<file path="src/rtl/bfba_pkg.sv">
`timescale 1ns / 1ps
// ----------------------------------------------------------------------------
// bfba_pkg
// shared constants and types for the best-fit block allocator
// ----------------------------------------------------------------------------
package bfba_pkg;

  localparam int BLOCKS      = 16;
  localparam int IDX_W       = $clog2(BLOCKS);
  localparam int CNT_W       = $clog2(BLOCKS + 1);
  localparam int SIZE_W      = 16;
  localparam int STRIDE_W    = 16;
  localparam int ADDR_W      = 20;
  localparam int MODE_W      = 2;
  localparam int STAT_W      = 2;
  localparam int IN_DATA_W   = 40;
  localparam int OUT_DATA_W  = 48;
  localparam int CFG_DATA_W  = 16;
  localparam int COUNT_REG_W = 5;

  localparam logic [COUNT_REG_W-1:0] COUNT_RESET  = COUNT_REG_W'(BLOCKS);
  localparam logic [STRIDE_W-1:0]    STRIDE_RESET = STRIDE_W'(100);

  typedef enum logic [MODE_W-1:0] {
    MODE_LOAD  = 2'd0,
    MODE_ALLOC = 2'd1,
    MODE_FREE  = 2'd2,
    MODE_RSVD  = 2'd3
  } mode_t;

  typedef enum logic [STAT_W-1:0] {
    STAT_OK     = 2'd0,
    STAT_NOFIT  = 2'd1,
    STAT_BADIDX = 2'd2,
    STAT_ISFREE = 2'd3
  } status_t;

  typedef enum logic {
    CFG_COUNT  = 1'b0,
    CFG_STRIDE = 1'b1
  } cfg_reg_t;

  typedef enum logic [1:0] {
    S_IDLE   = 2'd0,
    S_SCAN   = 2'd1,
    S_MUL    = 2'd2,
    S_RESULT = 2'd3
  } state_t;

endpackage

</file>
<file path="src/rtl/bfba_ram.sv">
`timescale 1ns / 1ps
// ----------------------------------------------------------------------------
// bfba_ram
// generic single-write, single-read ram with registered read data
// ----------------------------------------------------------------------------
module bfba_ram #(
  parameter int WIDTH = 16,
  parameter int DEPTH = 16
) (
  input  logic                     clk,
  input  logic                     wr_en,
  input  logic [$clog2(DEPTH)-1:0] wr_addr,
  input  logic [WIDTH-1:0]         wr_data,
  input  logic [$clog2(DEPTH)-1:0] rd_addr,
  output logic [WIDTH-1:0]         rd_data
);

  logic [WIDTH-1:0] mem [DEPTH];

  always_ff @(posedge clk) begin
    if (wr_en) begin
      mem[wr_addr] <= wr_data;
    end
    rd_data <= mem[rd_addr];
  end

endmodule

</file>
<file path="src/rtl/best_fit_block_allocator.sv">
`timescale 1ns / 1ps
// ----------------------------------------------------------------------------
// best_fit_block_allocator
// best-fit allocator over a table of fixed partitions
// ----------------------------------------------------------------------------
// usage
//   s_* carries command beats: load a partition size, allocate the smallest
//   free partition that fits a request, or free a partition. m_* returns one
//   result beat per command: status, index, start address and size.
//   cfg_* writes block_count (index 0) and block_stride (index 1); write it
//   only while the block is idle.
// timing
//   one command at a time; s_tready is high only in the idle state.
//   load, free, reserved: the accepted command goes straight to the result state.
//   allocate: the scan reads one size table entry per cycle from the ram
//   through one shared compare unit, then the multiply state forms the
//   address and the result state follows.
// reset
//   synchronous; all partitions marked free, block_count 16, stride 100.
//   the size table is not cleared.
// stall
//   the result register holds its beat until m_tready; a finished result
//   waits in the result state while the register is still occupied.
// ----------------------------------------------------------------------------
module best_fit_block_allocator (
  input  logic                             clk,
  input  logic                             rst,
  // mode[1:0], block_index[5:2], block_size[21:6], request[37:22], zero pad
  input  logic [bfba_pkg::IN_DATA_W-1:0]   s_tdata,
  input  logic                             s_tvalid,
  output logic                             s_tready,
  // status[1:0], chosen_index[5:2], start_address[25:6], chosen_size[41:26]
  output logic [bfba_pkg::OUT_DATA_W-1:0]  m_tdata,
  output logic                             m_tvalid,
  input  logic                             m_tready,
  input  logic                             cfg_valid,
  output logic                             cfg_ready,
  input  logic                             cfg_index,
  input  logic [bfba_pkg::CFG_DATA_W-1:0]  cfg_data
);

  bfba_pkg::state_t                  state;
  bfba_pkg::state_t                  state_next;

  logic [bfba_pkg::COUNT_REG_W-1:0]  block_count;
  logic [bfba_pkg::STRIDE_W-1:0]     block_stride;
  logic [bfba_pkg::BLOCKS-1:0]       free_marks;
  logic [bfba_pkg::CNT_W-1:0]        live_count;

  bfba_pkg::mode_t                   mode_q;
  logic [bfba_pkg::IDX_W-1:0]        idx_q;
  logic [bfba_pkg::SIZE_W-1:0]       size_q;
  logic [bfba_pkg::SIZE_W-1:0]       req_q;

  logic [bfba_pkg::CNT_W-1:0]        scan_ptr;
  logic                              cmp_valid;
  logic [bfba_pkg::IDX_W-1:0]        cmp_idx;
  logic                              found;
  logic [bfba_pkg::IDX_W-1:0]        best_idx;
  logic [bfba_pkg::SIZE_W-1:0]       best_size;
  logic [bfba_pkg::ADDR_W-1:0]       addr_q;

  logic                              in_accept;
  logic                              out_free;
  logic                              issue;
  logic                              hit;
  logic                              idx_ok;
  logic                              commit;
  logic                              ram_wr_en;
  logic [bfba_pkg::SIZE_W-1:0]       ram_rd_data;

  bfba_pkg::status_t                 res_status;
  logic [bfba_pkg::IDX_W-1:0]        res_idx;
  logic [bfba_pkg::ADDR_W-1:0]       res_addr;
  logic [bfba_pkg::SIZE_W-1:0]       res_size;

  // clamp the count to the table depth
  assign live_count = (block_count > bfba_pkg::COUNT_REG_W'(bfba_pkg::BLOCKS)) ?
                      bfba_pkg::CNT_W'(bfba_pkg::BLOCKS) :
                      bfba_pkg::CNT_W'(block_count);

  assign cfg_ready = 1'b1;
  assign in_accept = s_tvalid && s_tready;
  assign out_free  = !m_tvalid || m_tready;
  assign idx_ok    = {1'b0, idx_q} < live_count;
  assign commit    = (state == bfba_pkg::S_RESULT) && out_free;

  // shared compare unit
  assign hit = cmp_valid && free_marks[cmp_idx] && (ram_rd_data >= req_q) &&
               (!found || (ram_rd_data < best_size));

  bfba_ram #(
    .WIDTH (bfba_pkg::SIZE_W),
    .DEPTH (bfba_pkg::BLOCKS)
  ) u_size_ram (
    .clk     (clk),
    .wr_en   (ram_wr_en),
    .wr_addr (idx_q),
    .wr_data (size_q),
    .rd_addr (scan_ptr[bfba_pkg::IDX_W-1:0]),
    .rd_data (ram_rd_data)
  );

  // next state
  always_comb begin
    state_next = state;
    case (state)
      bfba_pkg::S_IDLE: begin
        if (in_accept) begin
          if (bfba_pkg::mode_t'(s_tdata[1:0]) == bfba_pkg::MODE_ALLOC) begin
            state_next = bfba_pkg::S_SCAN;
          end else begin
            state_next = bfba_pkg::S_RESULT;
          end
        end
      end
      bfba_pkg::S_SCAN: begin
        if (!(scan_ptr < live_count) && !cmp_valid) begin
          state_next = bfba_pkg::S_MUL;
        end
      end
      bfba_pkg::S_MUL: begin
        state_next = bfba_pkg::S_RESULT;
      end
      bfba_pkg::S_RESULT: begin
        if (out_free) begin
          state_next = bfba_pkg::S_IDLE;
        end
      end
      default: begin
        state_next = bfba_pkg::S_IDLE;
      end
    endcase
  end

  // state outputs
  always_comb begin
    s_tready  = (state == bfba_pkg::S_IDLE);
    issue     = (state == bfba_pkg::S_SCAN) && (scan_ptr < live_count);
    ram_wr_en = commit && (mode_q == bfba_pkg::MODE_LOAD) && idx_ok;
  end

  // result fields
  always_comb begin
    res_status = bfba_pkg::STAT_BADIDX;
    res_idx    = '0;
    res_addr   = '0;
    res_size   = '0;
    case (mode_q)
      bfba_pkg::MODE_LOAD: begin
        if (idx_ok) begin
          res_status = bfba_pkg::STAT_OK;
          res_idx    = idx_q;
        end
      end
      bfba_pkg::MODE_ALLOC: begin
        if (found) begin
          res_status = bfba_pkg::STAT_OK;
          res_idx    = best_idx;
          res_addr   = addr_q;
          res_size   = best_size;
        end else begin
          res_status = bfba_pkg::STAT_NOFIT;
        end
      end
      bfba_pkg::MODE_FREE: begin
        if (!idx_ok) begin
          res_status = bfba_pkg::STAT_BADIDX;
        end else if (free_marks[idx_q]) begin
          res_status = bfba_pkg::STAT_ISFREE;
        end else begin
          res_status = bfba_pkg::STAT_OK;
          res_idx    = idx_q;
        end
      end
      default: begin
        res_status = bfba_pkg::STAT_BADIDX;
      end
    endcase
  end

  // control registers
  always_ff @(posedge clk) begin
    if (rst) begin
      state        <= bfba_pkg::S_IDLE;
      block_count  <= bfba_pkg::COUNT_RESET;
      block_stride <= bfba_pkg::STRIDE_RESET;
      free_marks   <= '1;
      cmp_valid    <= 1'b0;
      m_tvalid     <= 1'b0;
    end else begin
      state     <= state_next;
      cmp_valid <= issue;
      if (cfg_valid && cfg_ready) begin
        if (bfba_pkg::cfg_reg_t'(cfg_index) == bfba_pkg::CFG_COUNT) begin
          block_count <= cfg_data[bfba_pkg::COUNT_REG_W-1:0];
        end else begin
          block_stride <= cfg_data;
        end
      end
      if (commit) begin
        m_tvalid <= 1'b1;
        case (mode_q)
          bfba_pkg::MODE_LOAD: begin
            if (idx_ok) begin
              free_marks[idx_q] <= 1'b1;
            end
          end
          bfba_pkg::MODE_ALLOC: begin
            if (found) begin
              free_marks[best_idx] <= 1'b0;
            end
          end
          bfba_pkg::MODE_FREE: begin
            if (idx_ok) begin
              free_marks[idx_q] <= 1'b1;
            end
          end
          default: begin
          end
        endcase
      end else if (m_tready) begin
        m_tvalid <= 1'b0;
      end
    end
  end

  // datapath registers
  always_ff @(posedge clk) begin
    if (in_accept) begin
      mode_q   <= bfba_pkg::mode_t'(s_tdata[1:0]);
      idx_q    <= s_tdata[5:2];
      size_q   <= s_tdata[21:6];
      req_q    <= s_tdata[37:22];
      scan_ptr <= '0;
      found    <= 1'b0;
    end else if (issue) begin
      scan_ptr <= scan_ptr + bfba_pkg::CNT_W'(1);
    end
    cmp_idx <= scan_ptr[bfba_pkg::IDX_W-1:0];
    if (hit) begin
      found     <= 1'b1;
      best_idx  <= cmp_idx;
      best_size <= ram_rd_data;
    end
    if (state == bfba_pkg::S_MUL) begin
      addr_q <= bfba_pkg::ADDR_W'(best_idx) * bfba_pkg::ADDR_W'(block_stride);
    end
    if (commit) begin
      m_tdata <= {6'd0, res_size, res_addr, res_idx, res_status};
    end
  end

endmodule

</file>
<file path="config.mk">
export PLATFORM = sky130hd
export DESIGN_NAME = best_fit_block_allocator
export DESIGN_NICKNAME = d
export VERILOG_FILES = /design/src/rtl/bfba_pkg.sv /design/src/rtl/bfba_ram.sv /design/src/rtl/best_fit_block_allocator.sv
export SDC_FILE = /design/constraint.sdc
export NUM_CORES = 1
export LEC_CHECK = 0
export BUFFER_PORTS_ARGS = -buffer_cell sky130_fd_sc_hd__buf_2
export CORE_MARGIN = 2
export CORE_UTILIZATION = 50
export CTS_CLUSTER_SIZE = 25
export DETAILED_ROUTE_END_ITERATION = 10
export PLACE_DENSITY_LB_ADDON = 0.15
export SYNTH_ARGS = -nofsm -noshare
export SYNTH_HDL_FRONTEND = slang
export SYNTH_SLANG_ARGS = --single-unit
</file>
<file path="constraint.sdc">
create_clock -name clk -period 3.7 [get_ports clk]
set_input_delay 0.925 -clock clk [delete_from_list [all_inputs] [get_ports clk]]
set_output_delay 0.925 -clock clk [all_outputs]
set_load 0.02 [all_outputs]
</file>
After elaboration in Yosys (flattened, before gate mapping)
Memory sizes are Yosys's and may differ from the RTL's. A register that Yosys moved wholly into a read port is not among the register bits.
Index checks and enable logic that the tools add are counted.
{ "totals": {"ramBits": 256, "mem_bits_ro": 0, "input_bits": 62, "regBits": 171, "n_memories": 1, "latchBits": 0} }
{ "memory_table": {"columns": ["memory", "words", "width", "rd", "rd_clocked_by_memory_dff", "write_ports", "line_no", "text"], "rows": [
  ["u_size_ram.mem", 16, 16, 1, 1, 1, "bfba_ram.sv:18", "logic [WIDTH-1:0] mem [DEPTH];"]
]} }
{ "classes": {"n_eq_ne": 11, "shifts": 0, "div_mod_pow": 0, "bitwise_logic": 4, "magnitude_cmp": 10, "muxes": 31, "addsub": 1, "reduce_logical": 27, "n_mul": 1} }
{ "ops": {"columns": ["op", "count"], "rows": [
  ["16-bit two-way mux", 2],
  ["16-bit case mux with 2 select lines", 1],
  ["4-bit by 16-bit multiplier with 20-bit output", 1],
  ["16-bit AND", 1],
  ["16-bit >= comparator", 1],
  ["16-bit less-than comparator", 1],
  ["4-bit two-way mux", 4],
  ["16-bit inverter", 1],
  ["16-bit bitwise OR", 1],
  ["4-bit by 5-bit less-than comparator with 1-bit output (second input constant)", 3],
  ["2-bit two-way mux", 7],
  ["4-bit case mux with 3 select lines", 1],
  ["1-bit logical AND", 11],
  ["1-bit two-way mux", 9],
  ["1-bit binary-select mux with 4-bit select", 2],
  ["1-bit demux with 4-bit select", 2],
  ["4-bit by 1-bit >= comparator with 1-bit output (second input constant)", 2],
  ["2-bit case mux with 4 select lines", 1],
  ["2-bit by 1-bit equality test with 1-bit output (second input constant)", 3],
  ["2-bit equality test (second input constant)", 3],
  ["2-bit inequality test (second input constant)", 3],
  ["2-bit case mux with 3 select lines", 1],
  ["2-bit AND reduction", 3],
  ["5-bit by 1-bit adder with 5-bit output (second input constant)", 1],
  ["13 further kinds", 20]
]} }

Longest topological paths before layout
{ "logic_depth": {"ltp_word": 8, "depth_mapped": 14} }

Cells and area by module
Synthesis repeated with hierarchy kept, for this count alone.
{ "unflattened": {"hier_cells": 1268, "hier_area_um2": 19286.0} }
{ "by_module_without_submodules": {"columns": ["module", "area_per_inst_um2", "cells_per_inst", "n_inst", "seq_area_each_um2"], "rows": [
  ["bfba_ram", 10043.4, 432, 1, 8007.7],
  ["best_fit_block_allocator", 9242.6, 836, 1, 4624.4]
]} }

Worst setup path before layout
OpenSTA, ideal clock, no wires.
{ "synth_timing": {"path_type": "flip-flop to flip-flop", "from": "reg best_idx[3] in the netlist's numbering", "to": "reg addr_q[18] in the netlist's numbering (data pin)", "path_buffers": 2, "slack_ps": -432, "arrival_ps": 3860, "stages_incl_launch_ff": 14, "required_ps": 3428, "synth_period_minus_slack_ps": 4132, "cell_sequence": "edfxtp_1 clkbuf_1 clkbuf_1 nand2_1 fa_1 inv_1 fa_1 fa_1 a21o_1 a221oi_2 o311a_4 o21ai_2 and4_4 or4_1"} }
{ "synth_via": {"elab_chain_len": 1} }
{ "synth_lines": {"columns": ["element", "line_no", "text"], "rows": [
  ["start: declaration", "best_fit_block_allocator.sv:59", "logic [bfba_pkg::IDX_W-1:0] best_idx;"],
  ["start signal: assignment", "best_fit_block_allocator.sv:243", "best_idx <= cmp_idx;"],
  ["4-bit by 16-bit multiplier with 20-bit output", "best_fit_block_allocator.sv:247", "addr_q <= bfba_pkg::ADDR_W'(best_idx) * bfba_pkg::ADDR_W'(block_stride);"],
  ["end signal: assignment", "best_fit_block_allocator.sv:247", null],
  ["end: declaration", "best_fit_block_allocator.sv:61", "logic [bfba_pkg::ADDR_W-1:0] addr_q;"]
]} }
No other way between the ends.
A chain may end at the register's enable or synchronous reset.

Worst setup path in the final report
Same ends and word-level chain as after synthesis.

==> flow_metrics.env <==
export IMPL_status="complete, but fails checks"
export IMPL_violations="setup timing"
export IMPL_synth_ff_type="edfxtp_1"
export IMPL_vias=10510
export IMPL_numCtsBuffers=46
export IMPL_yosys_top_cells_count="edfxtp_1, inv_1, mux4_2, nand2_1, and2_1"
export IMPL_wl_mm=40.60
export IMPL_end_kind="flop"
export IMPL_cts_clk_slew_worst_paths_ns=0.06
export IMPL_gp_congestion=0.8377
export IMPL_drive_above_1_share_pct=29.52
export IMPL_clk_latency_ns=0.60
export IMPL_ys_seq_area_share_pct=65.81
export IMPL_ys_ff_latch=443
export IMPL_synth_top_area_cell="edfxtp_1"
export IMPL_io_buffers=103
export IMPL_cts_tree="done"
export IMPL_first_pass_iters=4
export IMPL_timing_setup_tns_ns=-0.3306
export IMPL_drtIter0Drc=551
export IMPL_synth_area_um2=19190
export IMPL_fin_skew_ns=0.02584
export IMPL_synth_edf_count=376
export IMPL_core_area_um2=37760
export IMPL_gr_usage_all_layers_pct=21.05
export IMPL_cp_arrival_ns=4.20
export IMPL_worst_pin_slew_ns=1.075
export IMPL_ant_nets=0
export IMPL_max_vdd_ir_drop_mv=0.4242
export IMPL_crit_chain="buf_6, and2_4, fa_1, inv_1, fa_1, inv_2, ha_4, a21o_1, a221oi_4, o311a_4, o21ai_4, and4_4, or4_4"
export IMPL_timing_final_max_slew_violations=0
export IMPL_p_leak_nw=8.297
export IMPL_synthCells=1228
export IMPL_worstPathRequired_ns=4.01
export IMPL_placedCellCount=1863
export IMPL_netlist_cell_type_count=64
export IMPL_root_buffer="clkbuf_16"
export IMPL_dieArea_um2=39970
export IMPL_timing_rr_start="best_idx[3]$_DFFE_PP_"
export IMPL_fp_dieW_um=199.9
export IMPL_cp_common_cell="fa_1"
export IMPL_worst_path_max_fanout=4
export IMPL_design_area_um2=22750
export IMPL_drt_vias_per_instance=5.355
export IMPL_finalSetupViolCount=3
export IMPL_grt_pass1_vias=10750
export IMPL_grt_max_degree=69
export IMPL_slowest_stage="fa_1"
export IMPL_clockBufferDepth=3
export IMPL_grt_pass1_wl_mm=62.08
export IMPL_post_route_util_pct=60.26
export IMPL_slew_limit_headroom_pct=28.31
export IMPL_yosys_warnings=0
export IMPL_placed_area_um2=20890
export IMPL_cellPowerDensity_nw_per_um2=597.5
export IMPL_async_flop_share_pct=0
export IMPL_startpoint_type="flop"
export IMPL_ios=113
export IMPL_yosysTopAreaCellShare_pct=58.82
export IMPL_r2r_end="addr_q[18]$_DFFE_PP_"
export IMPL_post_dp_hpwl_mm=25.95
export IMPL_min_period_ns=3.888
export IMPL_cpPeakStageDelay_ns=0.53
export IMPL_crit_type="reg2reg"
export IMPL_rsz0062_at_grt="true"
export IMPL_synth_area_leaders="edfxtp_1, mux4_2, dfxtp_1, ha_1, fa_1"
export IMPL_final_hold_viol_count=0
export IMPL_timing_final_crit_share_pct=105.1
export IMPL_routedWlPerCell_um=20.69
export IMPL_cts_sinks=443
export IMPL_route_detailed_drc=0
export IMPL_areaGrowthSynthToFinish_pct=18.53
export IMPL_crit_buf_inv=3
export IMPL_timing_reg2reg_setup_slack_ns=-0.19
export IMPL_fmaxAchievable_mhz=257.2
export IMPL_hp_class="reg2reg"
export IMPL_yosysMostFrequentCell="edfxtp_1"
export IMPL_worst_r2r_path_depth=13
export IMPL_htree_levels=2
export IMPL_dp_slack_ns=-0.2189
export IMPL_worst_slack_ns=-0.1877
export IMPL_overflow=0
export IMPL_crit_end="addr_q[18]$_DFFE_PP_"
export IMPL_max_cap_violations=0
export IMPL_grt_antenna_before_repair=0
export IMPL_die_h_um=199.9
export IMPL_avgSynthCellArea_um2=15.63
export IMPL_final_cells=1962
export IMPL_cp_depth=13
export IMPL_nets=1575
export IMPL_initial_core_util_pct=50.84
export IMPL_cp_top_family="adder cells"
export IMPL_startpoint="best_idx[3]$_DFFE_PP_"
export IMPL_row_count=71
[worst min path at each step]
stage,to,startpoint,slack [ns],cells after the start
floorplan,cmp_idx[2]$_DFF_P_,scan_ptr[2]$_SDFFE_PP0P_,0.35,0
global placement,cmp_idx[0]$_DFF_P_,scan_ptr[0]$_SDFFE_PP0P_,0.41,0
global route,cmp_idx[0]$_DFF_P_,scan_ptr[0]$_SDFFE_PP0P_,0.44,0
detailed placement,cmp_idx[0]$_DFF_P_,scan_ptr[0]$_SDFFE_PP0P_,0.41,0
finish,cmp_idx[0]$_DFF_P_,scan_ptr[0]$_SDFFE_PP0P_,0.44,0
CTS,cmp_idx[0]$_DFF_P_,scan_ptr[0]$_SDFFE_PP0P_,0.44,0
[where the power goes]
| part | internal [mW] | total (mW) | switching [mW] |
|---|---|---|---|
| sequential | 6.07 | 6.44 | 0.371 |
| combinational | 1.21 | 2.64 | 1.43 |
| clock | 2.61 | 4.51 | 1.89 |
[logic make-up (layout without fill, tap and decap cells)]
kind of cell,Yosys count,after routing,share of synthesized area [%]
simple gates,281,281,7.425
xor+xnor,18,18,0.8213
other cells,2,8,0.03913
compound gates,135,135,4.602
buf+inv,155,372,3.227
flops,443,443,65.81
fa+ha+maj,95,95,7.288
mux,99,99,10.79
[timing repair]
item	4_1_cts	5_1_grt
hold endpoints to repair	0	0
setup buffers	11	7
resized for setup	9	54
hold buffers	0	0
endpoints found under the setup margin	6	7
pin swaps	14	38
[worst reg2reg max path: stages (launching register included)]
cell and delay [ns]:
edfxtp_1 0.46, buf_6 0.17, and2_4 0.13, fa_1 0.53, inv_1 0.05, fa_1 0.49, inv_2 0.05, ha_4 0.22
a21o_1 0.18, a221oi_4 0.33, o311a_4 0.27, o21ai_4 0.07, and4_4 0.18, or4_4 0.49
[metal layers]
| layer | share of wire [%] | track usage [%] | vias to the layer above |
|---|---|---|---|
| met5 | 0 | 0 | - |
| met4 | 2.7 | 8.203 | 0 |
| met3 | 5.0 | 3.663 | 70 |
| met2 | 50 | 35.26 | 244 |
| met1 | 42 | 27.66 | 5237 |
| li1 | - | - | 4956 |
[layout make-up]
class	count	area (µm²)
multi-input cells	635	6346
diodes	1	2.502
clock buffers	61	1260
repair buffers	194	1277
inverters	98	367.9
well taps	511	639.4
clock inverters	19	220.2
fillers	2894	15000
flip-flops and latches	443	12640
[layout by cell type, fill, tap and decap left out, types with 5 or more instances in the layout]
master and count:
a21o_1 8, and2_4 18, buf_4 77, o211ai_1 6, fa_1 26, and2_1 53, clkinv_1 6, nor3_1 19
conb_1 7, clkbuf_16 48, a21oi_1 52, ha_1 54, inv_1 84, buf_2 103, ha_4 12, o31ai_1 5
edfxtp_1 376, clkbuf_1 12, inv_2 14, nor2_1 41, nand3_1 13, buf_6 11, xnor2_1 13, nand3b_1 5
o21ai_0 16, nand2_1 84, dfxtp_1 65, nand2b_1 10, mux2i_1 10, clkinv_2 6, nor3_2 8, mux4_2 86
[state kept, by name, indices dropped and copies added, names as in the netlist]
signal / cells
u_size_ram.rd_data: 16
block_count: 5
scan_ptr: 5
found: 1
cmp_valid: 1
req_q: 16
best_idx: 4
idx_q: 4
best_size: 16
cmp_idx: 4
mode_q: 2
addr_q: 20
u_size_ram.mem: 256
m_tdata: 42
free_marks: 16
m_tvalid: 1
size_q: 16
state: 2
block_stride: 16
[stage by stage]
step / total power [mW] / hold slack, ns
CTS: 13.68 / 0.4377
global route: 14.24 / 0.4435
finish: 13.59 / 0.4357
detailed placement: 9.149 / 0.4136
floorplan: 8.264 / 0.3519
global placement: 9.087 / 0.4135
Note: power is estimated with default switching activity, not from simulation.
